$ cat src/rtl/core/tzt_pkg.sv
// Package for the threshold zone tracker: word types, zone and event codes,
// register indexes and queue sizing. Depends on nothing; every other file uses it.
`timescale 1ns / 1ps
`default_nettype none

package tzt_pkg;

    // Zones, lowest to highest.
    localparam logic [2:0] ZONE_LNR  = 3'd0;
    localparam logic [2:0] ZONE_LC   = 3'd1;
    localparam logic [2:0] ZONE_LNC  = 3'd2;
    localparam logic [2:0] ZONE_NORM = 3'd3;
    localparam logic [2:0] ZONE_UNC  = 3'd4;
    localparam logic [2:0] ZONE_UC   = 3'd5;
    localparam logic [2:0] ZONE_UNR  = 3'd6;

    // Event codes.
    localparam logic [3:0] EV_LNR_UP   = 4'd0;
    localparam logic [3:0] EV_LNR_DOWN = 4'd1;
    localparam logic [3:0] EV_LC_UP    = 4'd2;
    localparam logic [3:0] EV_LC_DOWN  = 4'd3;
    localparam logic [3:0] EV_LNC_UP   = 4'd4;
    localparam logic [3:0] EV_LNC_DOWN = 4'd5;
    localparam logic [3:0] EV_UNC_UP   = 4'd6;
    localparam logic [3:0] EV_UNC_DOWN = 4'd7;
    localparam logic [3:0] EV_UC_UP    = 4'd8;
    localparam logic [3:0] EV_UC_DOWN  = 4'd9;
    localparam logic [3:0] EV_UNR_UP   = 4'd10;
    localparam logic [3:0] EV_UNR_DOWN = 4'd11;

    // Configuration register indexes.
    localparam int unsigned CFG_INDEX_W = 4;
    localparam logic [CFG_INDEX_W-1:0] REG_UNR = 4'd0;
    localparam logic [CFG_INDEX_W-1:0] REG_UC  = 4'd1;
    localparam logic [CFG_INDEX_W-1:0] REG_UNC = 4'd2;
    localparam logic [CFG_INDEX_W-1:0] REG_LNR = 4'd3;
    localparam logic [CFG_INDEX_W-1:0] REG_LC  = 4'd4;
    localparam logic [CFG_INDEX_W-1:0] REG_LNC = 4'd5;
    localparam logic [CFG_INDEX_W-1:0] REG_FH  = 4'd6;
    localparam logic [CFG_INDEX_W-1:0] REG_RH  = 4'd7;

    // Queue between the classifier and the event emitter.
    localparam int unsigned QUEUE_DEPTH = 4;
    localparam int unsigned QPTR_W      = $clog2(QUEUE_DEPTH);

    typedef struct packed {
        logic [7:0] sensor_tag;
        logic [7:0] sample_value;
    } in_word_t;

    typedef struct packed {
        logic [7:0] event_tag;
        logic [3:0] event_code;
        logic [2:0] zone_after;
        logic       last_event;
    } out_word_t;

    typedef struct packed {
        logic [7:0] upper_nonrecoverable;
        logic [7:0] upper_critical;
        logic [7:0] upper_noncritical;
        logic [7:0] lower_nonrecoverable;
        logic [7:0] lower_critical;
        logic [7:0] lower_noncritical;
        logic [7:0] falling_hysteresis;
        logic [7:0] rising_hysteresis;
    } cfg_t;

    // One classified sample: one or two events for the same tag.
    typedef struct packed {
        logic [7:0] tag;
        logic       two_events;
        logic [3:0] code0;
        logic [2:0] zone0;
        logic [3:0] code1;
        logic [2:0] zone1;
    } rec_t;

    // Queue status seen by the front and back.
    typedef struct packed {
        logic full;
        logic empty;
    } q_status_t;

endpackage

`default_nettype wire

$ cat src/rtl/core/tzt_cfg.sv
// Threshold and hysteresis registers of the zone tracker.
// Depends on tzt_pkg.
`timescale 1ns / 1ps
`default_nettype none

module tzt_cfg (
    input  wire logic                             clk,
    input  wire logic                             rst_n,
    input  wire logic                             wr_en,
    input  wire logic [tzt_pkg::CFG_INDEX_W-1:0]  wr_index,
    input  wire logic [7:0]                       wr_data,
    output tzt_pkg::cfg_t                         cfg
);

    tzt_pkg::cfg_t cfg_reg;
    tzt_pkg::cfg_t cfg_next;

    always_comb
    begin
        cfg_next = cfg_reg;
        if (wr_en)
        begin
            case (wr_index)
                tzt_pkg::REG_UNR: cfg_next.upper_nonrecoverable = wr_data;
                tzt_pkg::REG_UC:  cfg_next.upper_critical       = wr_data;
                tzt_pkg::REG_UNC: cfg_next.upper_noncritical    = wr_data;
                tzt_pkg::REG_LNR: cfg_next.lower_nonrecoverable = wr_data;
                tzt_pkg::REG_LC:  cfg_next.lower_critical       = wr_data;
                tzt_pkg::REG_LNC: cfg_next.lower_noncritical    = wr_data;
                tzt_pkg::REG_FH:  cfg_next.falling_hysteresis   = wr_data;
                tzt_pkg::REG_RH:  cfg_next.rising_hysteresis    = wr_data;
                default:          cfg_next = cfg_reg;
            endcase
        end
    end

    always_ff @(posedge clk or negedge rst_n)
    begin
        if (!rst_n)
        begin
            cfg_reg.upper_nonrecoverable <= 8'd255;
            cfg_reg.upper_critical       <= 8'd255;
            cfg_reg.upper_noncritical    <= 8'd255;
            cfg_reg.lower_nonrecoverable <= 8'd0;
            cfg_reg.lower_critical       <= 8'd0;
            cfg_reg.lower_noncritical    <= 8'd0;
            cfg_reg.falling_hysteresis   <= 8'd0;
            cfg_reg.rising_hysteresis    <= 8'd0;
        end
        else
        begin
            cfg_reg <= cfg_next;
        end
    end

    assign cfg = cfg_reg;

endmodule

`default_nettype wire

$ cat src/rtl/core/tzt_front.sv
// Classifier: holds the current zone, compares each accepted sample with the
// thresholds next to it and pushes a record of the resulting events. Depends on tzt_pkg.
`timescale 1ns / 1ps
`default_nettype none

module tzt_front (
    input  wire logic                    clk,
    input  wire logic                    rst_n,
    input  wire logic                    push,
    input  wire tzt_pkg::in_word_t       sample,
    input  wire tzt_pkg::cfg_t           cfg,
    input  wire tzt_pkg::q_status_t      q_status,
    output logic                         q_wr_en,
    output tzt_pkg::rec_t                q_wr_data
);

    logic [2:0] zone_reg;
    logic [2:0] zone_next;

    logic       accept;
    logic [8:0] s9;
    logic [8:0] lnr_rh;
    logic [8:0] lc_rh;
    logic [8:0] lnc_rh;
    logic [8:0] s_fh;
    logic       hit_a;
    logic       hit_b;
    logic [3:0] code_a;
    logic [2:0] zone_a;
    logic [3:0] code_b;
    logic [2:0] zone_b;

    assign accept = push && !q_status.full;

    // Sums stay exact in 9 bits; "s < t - fh" is tested as "s + fh < t".
    assign s9     = {1'b0, sample.sample_value};
    assign lnr_rh = {1'b0, cfg.lower_nonrecoverable} + {1'b0, cfg.rising_hysteresis};
    assign lc_rh  = {1'b0, cfg.lower_critical} + {1'b0, cfg.rising_hysteresis};
    assign lnc_rh = {1'b0, cfg.lower_noncritical} + {1'b0, cfg.rising_hysteresis};
    assign s_fh   = s9 + {1'b0, cfg.falling_hysteresis};

    // Two tests per zone, a before b; zones at either end have only test b.
    always_comb
    begin
        hit_a  = 1'b0;
        hit_b  = 1'b0;
        code_a = tzt_pkg::EV_LNR_DOWN;
        zone_a = tzt_pkg::ZONE_LNR;
        code_b = tzt_pkg::EV_LNR_UP;
        zone_b = tzt_pkg::ZONE_LC;
        case (zone_reg)
            tzt_pkg::ZONE_LNR:
            begin
                hit_b  = s9 > lnr_rh;
                code_b = tzt_pkg::EV_LNR_UP;
                zone_b = tzt_pkg::ZONE_LC;
            end
            tzt_pkg::ZONE_LC:
            begin
                hit_a  = sample.sample_value <= cfg.lower_nonrecoverable;
                code_a = tzt_pkg::EV_LNR_DOWN;
                zone_a = tzt_pkg::ZONE_LNR;
                hit_b  = s9 > lc_rh;
                code_b = tzt_pkg::EV_LC_UP;
                zone_b = tzt_pkg::ZONE_LNC;
            end
            tzt_pkg::ZONE_LNC:
            begin
                hit_a  = sample.sample_value <= cfg.lower_critical;
                code_a = tzt_pkg::EV_LC_DOWN;
                zone_a = tzt_pkg::ZONE_LC;
                hit_b  = s9 > lnc_rh;
                code_b = tzt_pkg::EV_LNC_UP;
                zone_b = tzt_pkg::ZONE_NORM;
            end
            tzt_pkg::ZONE_NORM:
            begin
                hit_a  = sample.sample_value <= cfg.lower_noncritical;
                code_a = tzt_pkg::EV_LNC_DOWN;
                zone_a = tzt_pkg::ZONE_LNC;
                hit_b  = sample.sample_value >= cfg.upper_noncritical;
                code_b = tzt_pkg::EV_UNC_UP;
                zone_b = tzt_pkg::ZONE_UNC;
            end
            tzt_pkg::ZONE_UNC:
            begin
                hit_a  = sample.sample_value >= cfg.upper_critical;
                code_a = tzt_pkg::EV_UC_UP;
                zone_a = tzt_pkg::ZONE_UC;
                hit_b  = s_fh < {1'b0, cfg.upper_noncritical};
                code_b = tzt_pkg::EV_UNC_DOWN;
                zone_b = tzt_pkg::ZONE_NORM;
            end
            tzt_pkg::ZONE_UC:
            begin
                hit_a  = sample.sample_value >= cfg.upper_nonrecoverable;
                code_a = tzt_pkg::EV_UNR_UP;
                zone_a = tzt_pkg::ZONE_UNR;
                hit_b  = s_fh < {1'b0, cfg.upper_critical};
                code_b = tzt_pkg::EV_UC_DOWN;
                zone_b = tzt_pkg::ZONE_UNC;
            end
            tzt_pkg::ZONE_UNR:
            begin
                hit_b  = s_fh < {1'b0, cfg.upper_nonrecoverable};
                code_b = tzt_pkg::EV_UNR_DOWN;
                zone_b = tzt_pkg::ZONE_UC;
            end
            default:
            begin
                hit_a = 1'b0;
                hit_b = 1'b0;
            end
        endcase
    end

    always_comb
    begin
        q_wr_data.tag        = sample.sensor_tag;
        q_wr_data.two_events = hit_a && hit_b;
        q_wr_data.code0      = hit_a ? code_a : code_b;
        q_wr_data.zone0      = hit_a ? zone_a : zone_b;
        q_wr_data.code1      = code_b;
        q_wr_data.zone1      = zone_b;
        q_wr_en              = accept && (hit_a || hit_b);

        zone_next = zone_reg;
        if (accept)
        begin
            if (hit_b)
            begin
                zone_next = zone_b;
            end
            else if (hit_a)
            begin
                zone_next = zone_a;
            end
        end
    end

    always_ff @(posedge clk or negedge rst_n)
    begin
        if (!rst_n)
        begin
            zone_reg <= tzt_pkg::ZONE_NORM;
        end
        else
        begin
            zone_reg <= zone_next;
        end
    end

endmodule

`default_nettype wire

$ cat src/rtl/core/tzt_queue.sv
// Short register queue of classified records between classifier and emitter.
// Depends on tzt_pkg.
`timescale 1ns / 1ps
`default_nettype none

module tzt_queue (
    input  wire logic           clk,
    input  wire logic           rst_n,
    input  wire logic           wr_en,
    input  wire tzt_pkg::rec_t  wr_data,
    input  wire logic           rd_en,
    output tzt_pkg::rec_t       rd_data,
    output tzt_pkg::q_status_t  status
);

    tzt_pkg::rec_t                 slot_reg [tzt_pkg::QUEUE_DEPTH];
    logic [tzt_pkg::QPTR_W-1:0]    wr_ptr_reg;
    logic [tzt_pkg::QPTR_W-1:0]    wr_ptr_next;
    logic [tzt_pkg::QPTR_W-1:0]    rd_ptr_reg;
    logic [tzt_pkg::QPTR_W-1:0]    rd_ptr_next;
    logic [tzt_pkg::QPTR_W:0]      count_reg;
    logic [tzt_pkg::QPTR_W:0]      count_next;

    localparam logic [tzt_pkg::QPTR_W:0] FULL_COUNT =
        (tzt_pkg::QPTR_W + 1)'(tzt_pkg::QUEUE_DEPTH);
    localparam logic [tzt_pkg::QPTR_W-1:0] PTR_ONE = (tzt_pkg::QPTR_W)'(1);
    localparam logic [tzt_pkg::QPTR_W:0] CNT_ONE = (tzt_pkg::QPTR_W + 1)'(1);

    assign status.full  = count_reg == FULL_COUNT;
    assign status.empty = count_reg == '0;
    assign rd_data      = slot_reg[rd_ptr_reg];

    always_comb
    begin
        wr_ptr_next = wr_en ? wr_ptr_reg + PTR_ONE : wr_ptr_reg;
        rd_ptr_next = rd_en ? rd_ptr_reg + PTR_ONE : rd_ptr_reg;
        count_next  = count_reg;
        if (wr_en && !rd_en)
        begin
            count_next = count_reg + CNT_ONE;
        end
        else if (rd_en && !wr_en)
        begin
            count_next = count_reg - CNT_ONE;
        end
    end

    always_ff @(posedge clk)
    begin
        if (wr_en)
        begin
            slot_reg[wr_ptr_reg] <= wr_data;
        end
    end

    always_ff @(posedge clk or negedge rst_n)
    begin
        if (!rst_n)
        begin
            wr_ptr_reg <= '0;
            rd_ptr_reg <= '0;
            count_reg  <= '0;
        end
        else
        begin
            wr_ptr_reg <= wr_ptr_next;
            rd_ptr_reg <= rd_ptr_next;
            count_reg  <= count_next;
        end
    end

`ifndef ASSERT_OFF
    // The classifier only writes when it saw room.
    a_no_overflow: assert property (@(posedge clk) disable iff (!rst_n)
        wr_en |-> !status.full)
        else $error("queue written while full");
    // The emitter only pops a record that is there.
    a_no_underflow: assert property (@(posedge clk) disable iff (!rst_n)
        rd_en |-> !status.empty)
        else $error("queue read while empty");
`endif

endmodule

`default_nettype wire

$ cat src/rtl/core/tzt_back.sv
// Event emitter: expands each queued record into one or two result words
// held in an output register. Depends on tzt_pkg.
`timescale 1ns / 1ps
`default_nettype none

module tzt_back (
    input  wire logic                clk,
    input  wire logic                rst_n,
    input  wire tzt_pkg::rec_t       head,
    input  wire tzt_pkg::q_status_t  q_status,
    output logic                     q_rd_en,
    input  wire logic                pop,
    output logic                     empty,
    output tzt_pkg::out_word_t       result
);

    logic                valid_reg;
    logic                valid_next;
    logic                phase_reg;
    logic                phase_next;
    tzt_pkg::out_word_t  word_reg;
    tzt_pkg::out_word_t  word_next;
    logic                load;
    logic                is_last;

    // The output register takes a new word when it is free or being drained.
    assign load    = !q_status.empty && (!valid_reg || pop);
    assign is_last = !head.two_events || phase_reg;
    assign q_rd_en = load && is_last;

    always_comb
    begin
        word_next.event_tag  = head.tag;
        word_next.event_code = phase_reg ? head.code1 : head.code0;
        word_next.zone_after = phase_reg ? head.zone1 : head.zone0;
        word_next.last_event = is_last;

        valid_next = valid_reg;
        phase_next = phase_reg;
        if (load)
        begin
            valid_next = 1'b1;
            phase_next = !is_last;
        end
        else if (pop)
        begin
            valid_next = 1'b0;
        end
    end

    always_ff @(posedge clk)
    begin
        if (load)
        begin
            word_reg <= word_next;
        end
    end

    always_ff @(posedge clk or negedge rst_n)
    begin
        if (!rst_n)
        begin
            valid_reg <= 1'b0;
            phase_reg <= 1'b0;
        end
        else
        begin
            valid_reg <= valid_next;
            phase_reg <= phase_next;
        end
    end

    assign empty  = !valid_reg;
    assign result = word_reg;

`ifndef ASSERT_OFF
    // Halfway through a record, that record is still at the queue head.
    a_phase_head: assert property (@(posedge clk) disable iff (!rst_n)
        phase_reg |-> (!q_status.empty && head.two_events))
        else $error("second event pending without a two-event record");
    // A word that is not the last of its sample is followed by its partner.
    a_pair_order: assert property (@(posedge clk) disable iff (!rst_n)
        (load && !is_last) |=> (phase_reg && valid_reg))
        else $error("first of two events not followed by its partner");
`endif

endmodule

`default_nettype wire

$ cat src/rtl/core/threshold_zone_tracker_core.sv
// Top level of the threshold zone tracker: configuration registers,
// classifier, record queue and event emitter. Depends on tzt_pkg and all tzt_* modules.
// A sample's first event word passes through the record queue, then the output register.
// One sample per cycle while full is low; a two-event sample yields two words in turn.
// Both rest on the single output register and the 4-record queue.
// Reset (rst_n low, asynchronous): zone normal, thresholds at their reset values, all empty.
`timescale 1ns / 1ps
`default_nettype none

module threshold_zone_tracker_core (
    input  wire logic                             clk,
    input  wire logic                             rst_n,
    // Sample side: a word is taken when push is high and full is low.
    input  wire logic                             push,
    output logic                                  full,
    input  wire tzt_pkg::in_word_t                sample,
    // Event side: the oldest event word is shown while empty is low.
    output logic                                  empty,
    input  wire logic                             pop,
    output tzt_pkg::out_word_t                    result,
    // Configuration write channel; always ready.
    input  wire logic                             cfg_valid,
    output logic                                  cfg_ready,
    input  wire logic [tzt_pkg::CFG_INDEX_W-1:0]  cfg_index,
    input  wire logic [7:0]                       cfg_data
);

    tzt_pkg::cfg_t       cfg;
    tzt_pkg::q_status_t  q_status;
    tzt_pkg::rec_t       q_wr_data;
    tzt_pkg::rec_t       q_head;
    logic                q_wr_en;
    logic                q_rd_en;

    // Configuration must only be written while the block is idle, so that a write
    // never races a sample in flight; the block does not enforce this. The port is always ready.
    assign cfg_ready = 1'b1;

    tzt_cfg u_cfg (
        .clk      (clk),
        .rst_n    (rst_n),
        .wr_en    (cfg_valid),
        .wr_index (cfg_index),
        .wr_data  (cfg_data),
        .cfg      (cfg)
    );

    // The classifier owns the zone register and updates it in the cycle the
    // sample is accepted, so the next sample may follow directly. Samples
    // that cross nothing produce no record.
    tzt_front u_front (
        .clk       (clk),
        .rst_n     (rst_n),
        .push      (push),
        .sample    (sample),
        .cfg       (cfg),
        .q_status  (q_status),
        .q_wr_en   (q_wr_en),
        .q_wr_data (q_wr_data)
    );

    // The queue decouples the classifier from a stalled event consumer.
    tzt_queue u_queue (
        .clk     (clk),
        .rst_n   (rst_n),
        .wr_en   (q_wr_en),
        .wr_data (q_wr_data),
        .rd_en   (q_rd_en),
        .rd_data (q_head),
        .status  (q_status)
    );

    // The emitter walks each record one event word at a time.
    tzt_back u_back (
        .clk      (clk),
        .rst_n    (rst_n),
        .head     (q_head),
        .q_status (q_status),
        .q_rd_en  (q_rd_en),
        .pop      (pop),
        .empty    (empty),
        .result   (result)
    );

    assign full = q_status.full;

`ifndef ASSERT_OFF
    // A word just shown to the consumer and not taken is still there next cycle.
    a_hold_result: assert property (@(posedge clk) disable iff (!rst_n)
        (!empty && !pop) |=> (!empty && $stable(result)))
        else $error("event word changed before it was taken");
`endif

endmodule

`default_nettype wire
$ cat config.mk
export PLATFORM = sky130hd
export DESIGN_NAME = threshold_zone_tracker_core
export DESIGN_NICKNAME = d
export VERILOG_FILES = /design/src/rtl/core/tzt_pkg.sv /design/src/rtl/core/tzt_cfg.sv /design/src/rtl/core/tzt_front.sv /design/src/rtl/core/tzt_queue.sv /design/src/rtl/core/tzt_back.sv /design/src/rtl/core/threshold_zone_tracker_core.sv
export SDC_FILE = /design/constraint.sdc
export NUM_CORES = 1
export LEC_CHECK = 0
export CAP_MARGIN = 20
export CORE_MARGIN = 5
export CORE_UTILIZATION = 57
export DETAILED_ROUTE_END_ITERATION = 7
export DONT_BUFFER_PORTS = 1
export PLACE_DENSITY = 0.72
export RECOVER_POWER = 25
export SLEW_MARGIN = 15
export SYNTH_ARGS = -nofsm -noshare
export SYNTH_HDL_FRONTEND = slang
export SYNTH_SLANG_ARGS = --single-unit
$ cat constraint.sdc
create_clock -name clk -period 8.8 [get_ports clk]
set_clock_uncertainty 0.05 [all_clocks]
set_input_delay 0.88 -clock clk [delete_from_list [all_inputs] [get_ports clk]]
set_output_delay 0.88 -clock clk [all_outputs]
set_load 0.02 [all_outputs]
==> results.txt <==
At the worst endpoint, the required time is 9080 ps. Setup repair after global routing left no endpoint under its margin. The end-of-flow core utilization came out at 0.633. The final layout contains 1006 nets. The run gives 5050 sq um as the area taken by multi-input logic gates. The cell at the slowest stage of the critical path was or4_1. The die covers 21400 sq um. The number of placed instances, taps included was 1045; the proportion of layout cells with a drive suffix above 1 was 0.187. STA classifies the critical path endpoint as a flip-flop. The least setup slack across all paths after layout was 3600 ps; the number of pins with negative max-slew slack in the final report was 0. The logs give 2 for the worst-case clock buffer depth and 1316 for the final-layout fill cell count. In the final routed layout, each cell accounts on average for 20.7 um. The combinational share of power was 0.390. The logs give 0 for the number of antenna violations at the first check in global routing and 0.397 for the sequential group share of total power. The run finished with clean final reports. The logs give 1001 for the total nets after synthesis and 6931 for the number of global-route vias before repair. The final route contains 6581 vias. The endpoint identified for the worst register-to-register timing path is u_queue.count_reg[1]$_DFFE_PN0P_. The synthesized area per cell is 12.7 sq um, and the slew of the pin with the lowest slew margin is 1010 ps. Port buffering added 0 buffers.

The floorplan step set the die width to 146 um. The run gives 22300 um as the wire length after detailed routing. In this run the post-CTS setup repair buffer count came out at 0. The relative slew slack is 0.327, and the distinct cell type count after synthesis is 65. The congestion estimate from routability-driven global placement came to 0.869. For the detailed-route DRC error count, the log shows 0. The most used flip-flop cell after synthesis was edfxtp_1.

In this run, post-CTS hold repair placed 0 buffers. Yosys instantiated no cell more often than ha_1. The fraction of synthesized cell area taken by the top area cell type is 0.307. The maximum vdd ir drop came out at 0.000178 V. The switching power as a share of total power works out to 0.366. The count of flip-flops with a built-in enable after synthesis was 108; the final-layout setup total negative slack was 0 ps. In this run the worst path has a maximum fanout of 8. The number of detailed-route iterations in the first pass was 5; the number of flip-flops and latches in the synthesized netlist was 184.

Setup violations remaining at the end of the flow were counted as 0. In this run the static leakage power is 0.00471 uW. The buffer and inverter count on the worst path was 1; the largest stage delay on the critical path was 570 ps. The post-route fraction of the period consumed by the critical path was 0.591; the via density per instance was 6.09. TritonCTS built the clock tree. For this design the ratio of total power to cell area is 318 nW/um^2. The total overflow left after global routing is 0.

The tools report the startpoint of the most critical register-to-register path as u_cfg.cfg[0]$_DFFE_PN0P_. Entering global routing, the biggest net connects 77 pins. The Yosys step of the flow raised 0 warnings. Leading area contributor after synthesis: edfxtp_1. The signal on the critical path passes through ha_1 -> fa_1 -> a211oi_1 -> o21bai_1 -> a21o_1 -> xnor2_1 -> ha_1 -> a211o_1 -> a2111oi_0 -> a311oi_1 -> or4_1 -> nor2_4 -> a21oi_4 -> ha_1 -> inv_1 -> fa_1 -> mux2_2.

The logs give 0.218 for the total routing usage reported by global routing and 2310 uW for the cell-internal power. TritonCTS created 17 clock buffers. Summed over all nets, the switching power comes to 1330 uW. The number of clock sinks is 184. By area the synthesized netlist is led by edfxtp_1, ha_1, dfrtp_1, dfstp_2, mux2_2. From bottom edge to top edge, the die measures 146 um. STA classifies the critical path startpoint as a flip-flop. The synthesized instance count is 833, and the share of async-settable or async-resettable flops after synthesis is 0.413. For this block, the initial DRC count from the detailed router was 378.

52 I/O pins were placed. After clock tree synthesis, the clock-pin slew on the worst setup and hold paths is 70 ps. The commonest cells after synthesis are ha_1, edfxtp_1, inv_1, mux2_2, dfrtp_1. The tools report the initial cell density of the core as 0.585. The worst hold path belongs to the class in2async. Excluding fillers, the count of instances in the completed layout stands at 1080. Across all register-to-register paths, the minimum setup slack is 3600 ps. Area growth from synthesis to final layout: 8.23%. The worst setup path is of the reg2reg kind. CTS placed an instance of clkbuf_16 at the clock tree root. The portion of total power attributed to the clock network was 0.213; the pre-CTS setup slack was 3350 ps. The placeable core region was 18100 sq um; the H-tree depth was 4. Most common cell type on the critical path: ha_1. The run gives 92.1 ps as the tightest hold margin. The depth of the most critical reg-to-reg path works out to 17. The total count of hold-check failures in the final report was 0; the clock latency of the later-clocked register in the worst-skew pair was 440 ps. The first global-routing pass estimated 36700 um of wire. Data arrival time at the worst-slack endpoint: 5470 ps.

The kind of cell adding the most delay to the critical path is compound AO/OA/AOI/OAI gates. 0 antenna diodes ended up in the layout. The tool flagged a number of max-cap violations equal to 0. Detailed placement ended at an HPWL of 16300 um.

The synthesized netlist occupies a cell area of 10600 sq um. The time the final worst path needs with I/O delays and setup was 5200 ps. The register with the most flip-flops in the layout has 92 of them.

After clock tree synthesis, the repair step resized 0 gates. Based on the critical path, the design can be clocked at up to 192 MHz. The part of the Yosys area used for sequential elements is 0.490, and the remaining antenna violation count is 0.

The logs give 5180 sq um for the storage element area and 49 for the number of cell rows.
cell usage in the layout, fill, tap and decap left out, types with 4 or more instances in the layout:
cell type  instances
o21bai_1           9
clkbuf_16         17
nand2_1           48
nor3_1             4
inv_1             70
edfxtp_1         108
a211o_1            4
and2_1             4
mux2i_1            5
nand4_1           14
nor3b_1            4
or4_1              4
a21o_1            18
o211ai_1           9
ha_1             130
xnor2_1           17
fa_1               5
nor2b_1            7
xor2_1            10
nor2_1            29
a31oi_1            4
mux4_2            23
o21ai_0           44
a211oi_1           7
dfstp_2           26
inv_8              5
a21oi_1           39
mux2_2            56
dfrtp_1           50
o21a_1             8
nand2b_1           7
logic make-up after synthesis:
group	Yosys count	synth area share
flip-flops	184	0.490
AO/OA/AOI/OAI	172	0.109
AND/OR/NAND/NOR	140	0.0674
adder cells (fa/ha/maj)	135	0.163
buffers and inverters	89	0.0336
multiplexers	85	0.115
XOR/XNOR	27	0.0224
other	1	0.000355
cell type report:
type                    instances  area share
multi-input cells             560       0.442
clock inverters                15      0.0161
well taps                     229      0.0250
flip-flops and latches        184       0.452
repair buffers                  5     0.00492
inverters                      70      0.0230
clock buffers                  17      0.0372
layer usage:
| metal | GRT usage | share of wire | up-vias |
|---|---|---|---|
| met5 | 0 | 0 | - |
| met4 | 0.0659 | 0.021 | 0 |
| met3 | 0.0514 | 0.048 | 38 |
| met2 | 0.374 | 0.50 | 166 |
| met1 | 0.276 | 0.43 | 3239 |
| li1 | - | - | 3138 |
metrics by stage:
stage / area, sq um / total power (uW)
after floorplan: 10600 / 2520
after global placement: 10800 / 2770
after detailed placement: 10800 / 2860
after CTS: 11400 / 3640
after global routing: 11400 / 3910
final: 11400 / 3640
how the worst max path moves through the flow:
stage | startpoint | to | slack (ps) | depth (start not counted)
after CTS | u_cfg.cfg[1]$_DFFE_PN0P_ | u_queue.slot_reg[0][13]$_DFFE_PP_ | 3520 | 17
after detailed placement | sample[0] | u_queue.slot_reg[0][6]$_DFFE_PP_ | 3350 | 15
after global routing | u_cfg.cfg[0]$_DFFE_PN0P_ | u_queue.count_reg[1]$_DFFE_PN0P_ | 3240 | 17
final | u_cfg.cfg[0]$_DFFE_PN0P_ | u_queue.count_reg[1]$_DFFE_PN0P_ | 3600 | 17
after global placement | sample[0] | u_queue.slot_reg[1][13]$_DFFE_PP_ | 3590 | 15
after floorplan | sample[0] | u_queue.count_reg[2]$_DFFE_PN0P_ | 4080 | 20
power by group through the flow:
stage          Sequential (uW)  Combinational [uW]  Clock, uW
2_1_floorplan             1370                1150          0
3_3_place_gp              1460                1320          0
3_5_place_dp              1470                1390          0
4_1_cts                   1450                1410        786
5_1_grt                   1470                1600        831
6_report                  1440                1420        776
Power figures use the tool's default switching activity.
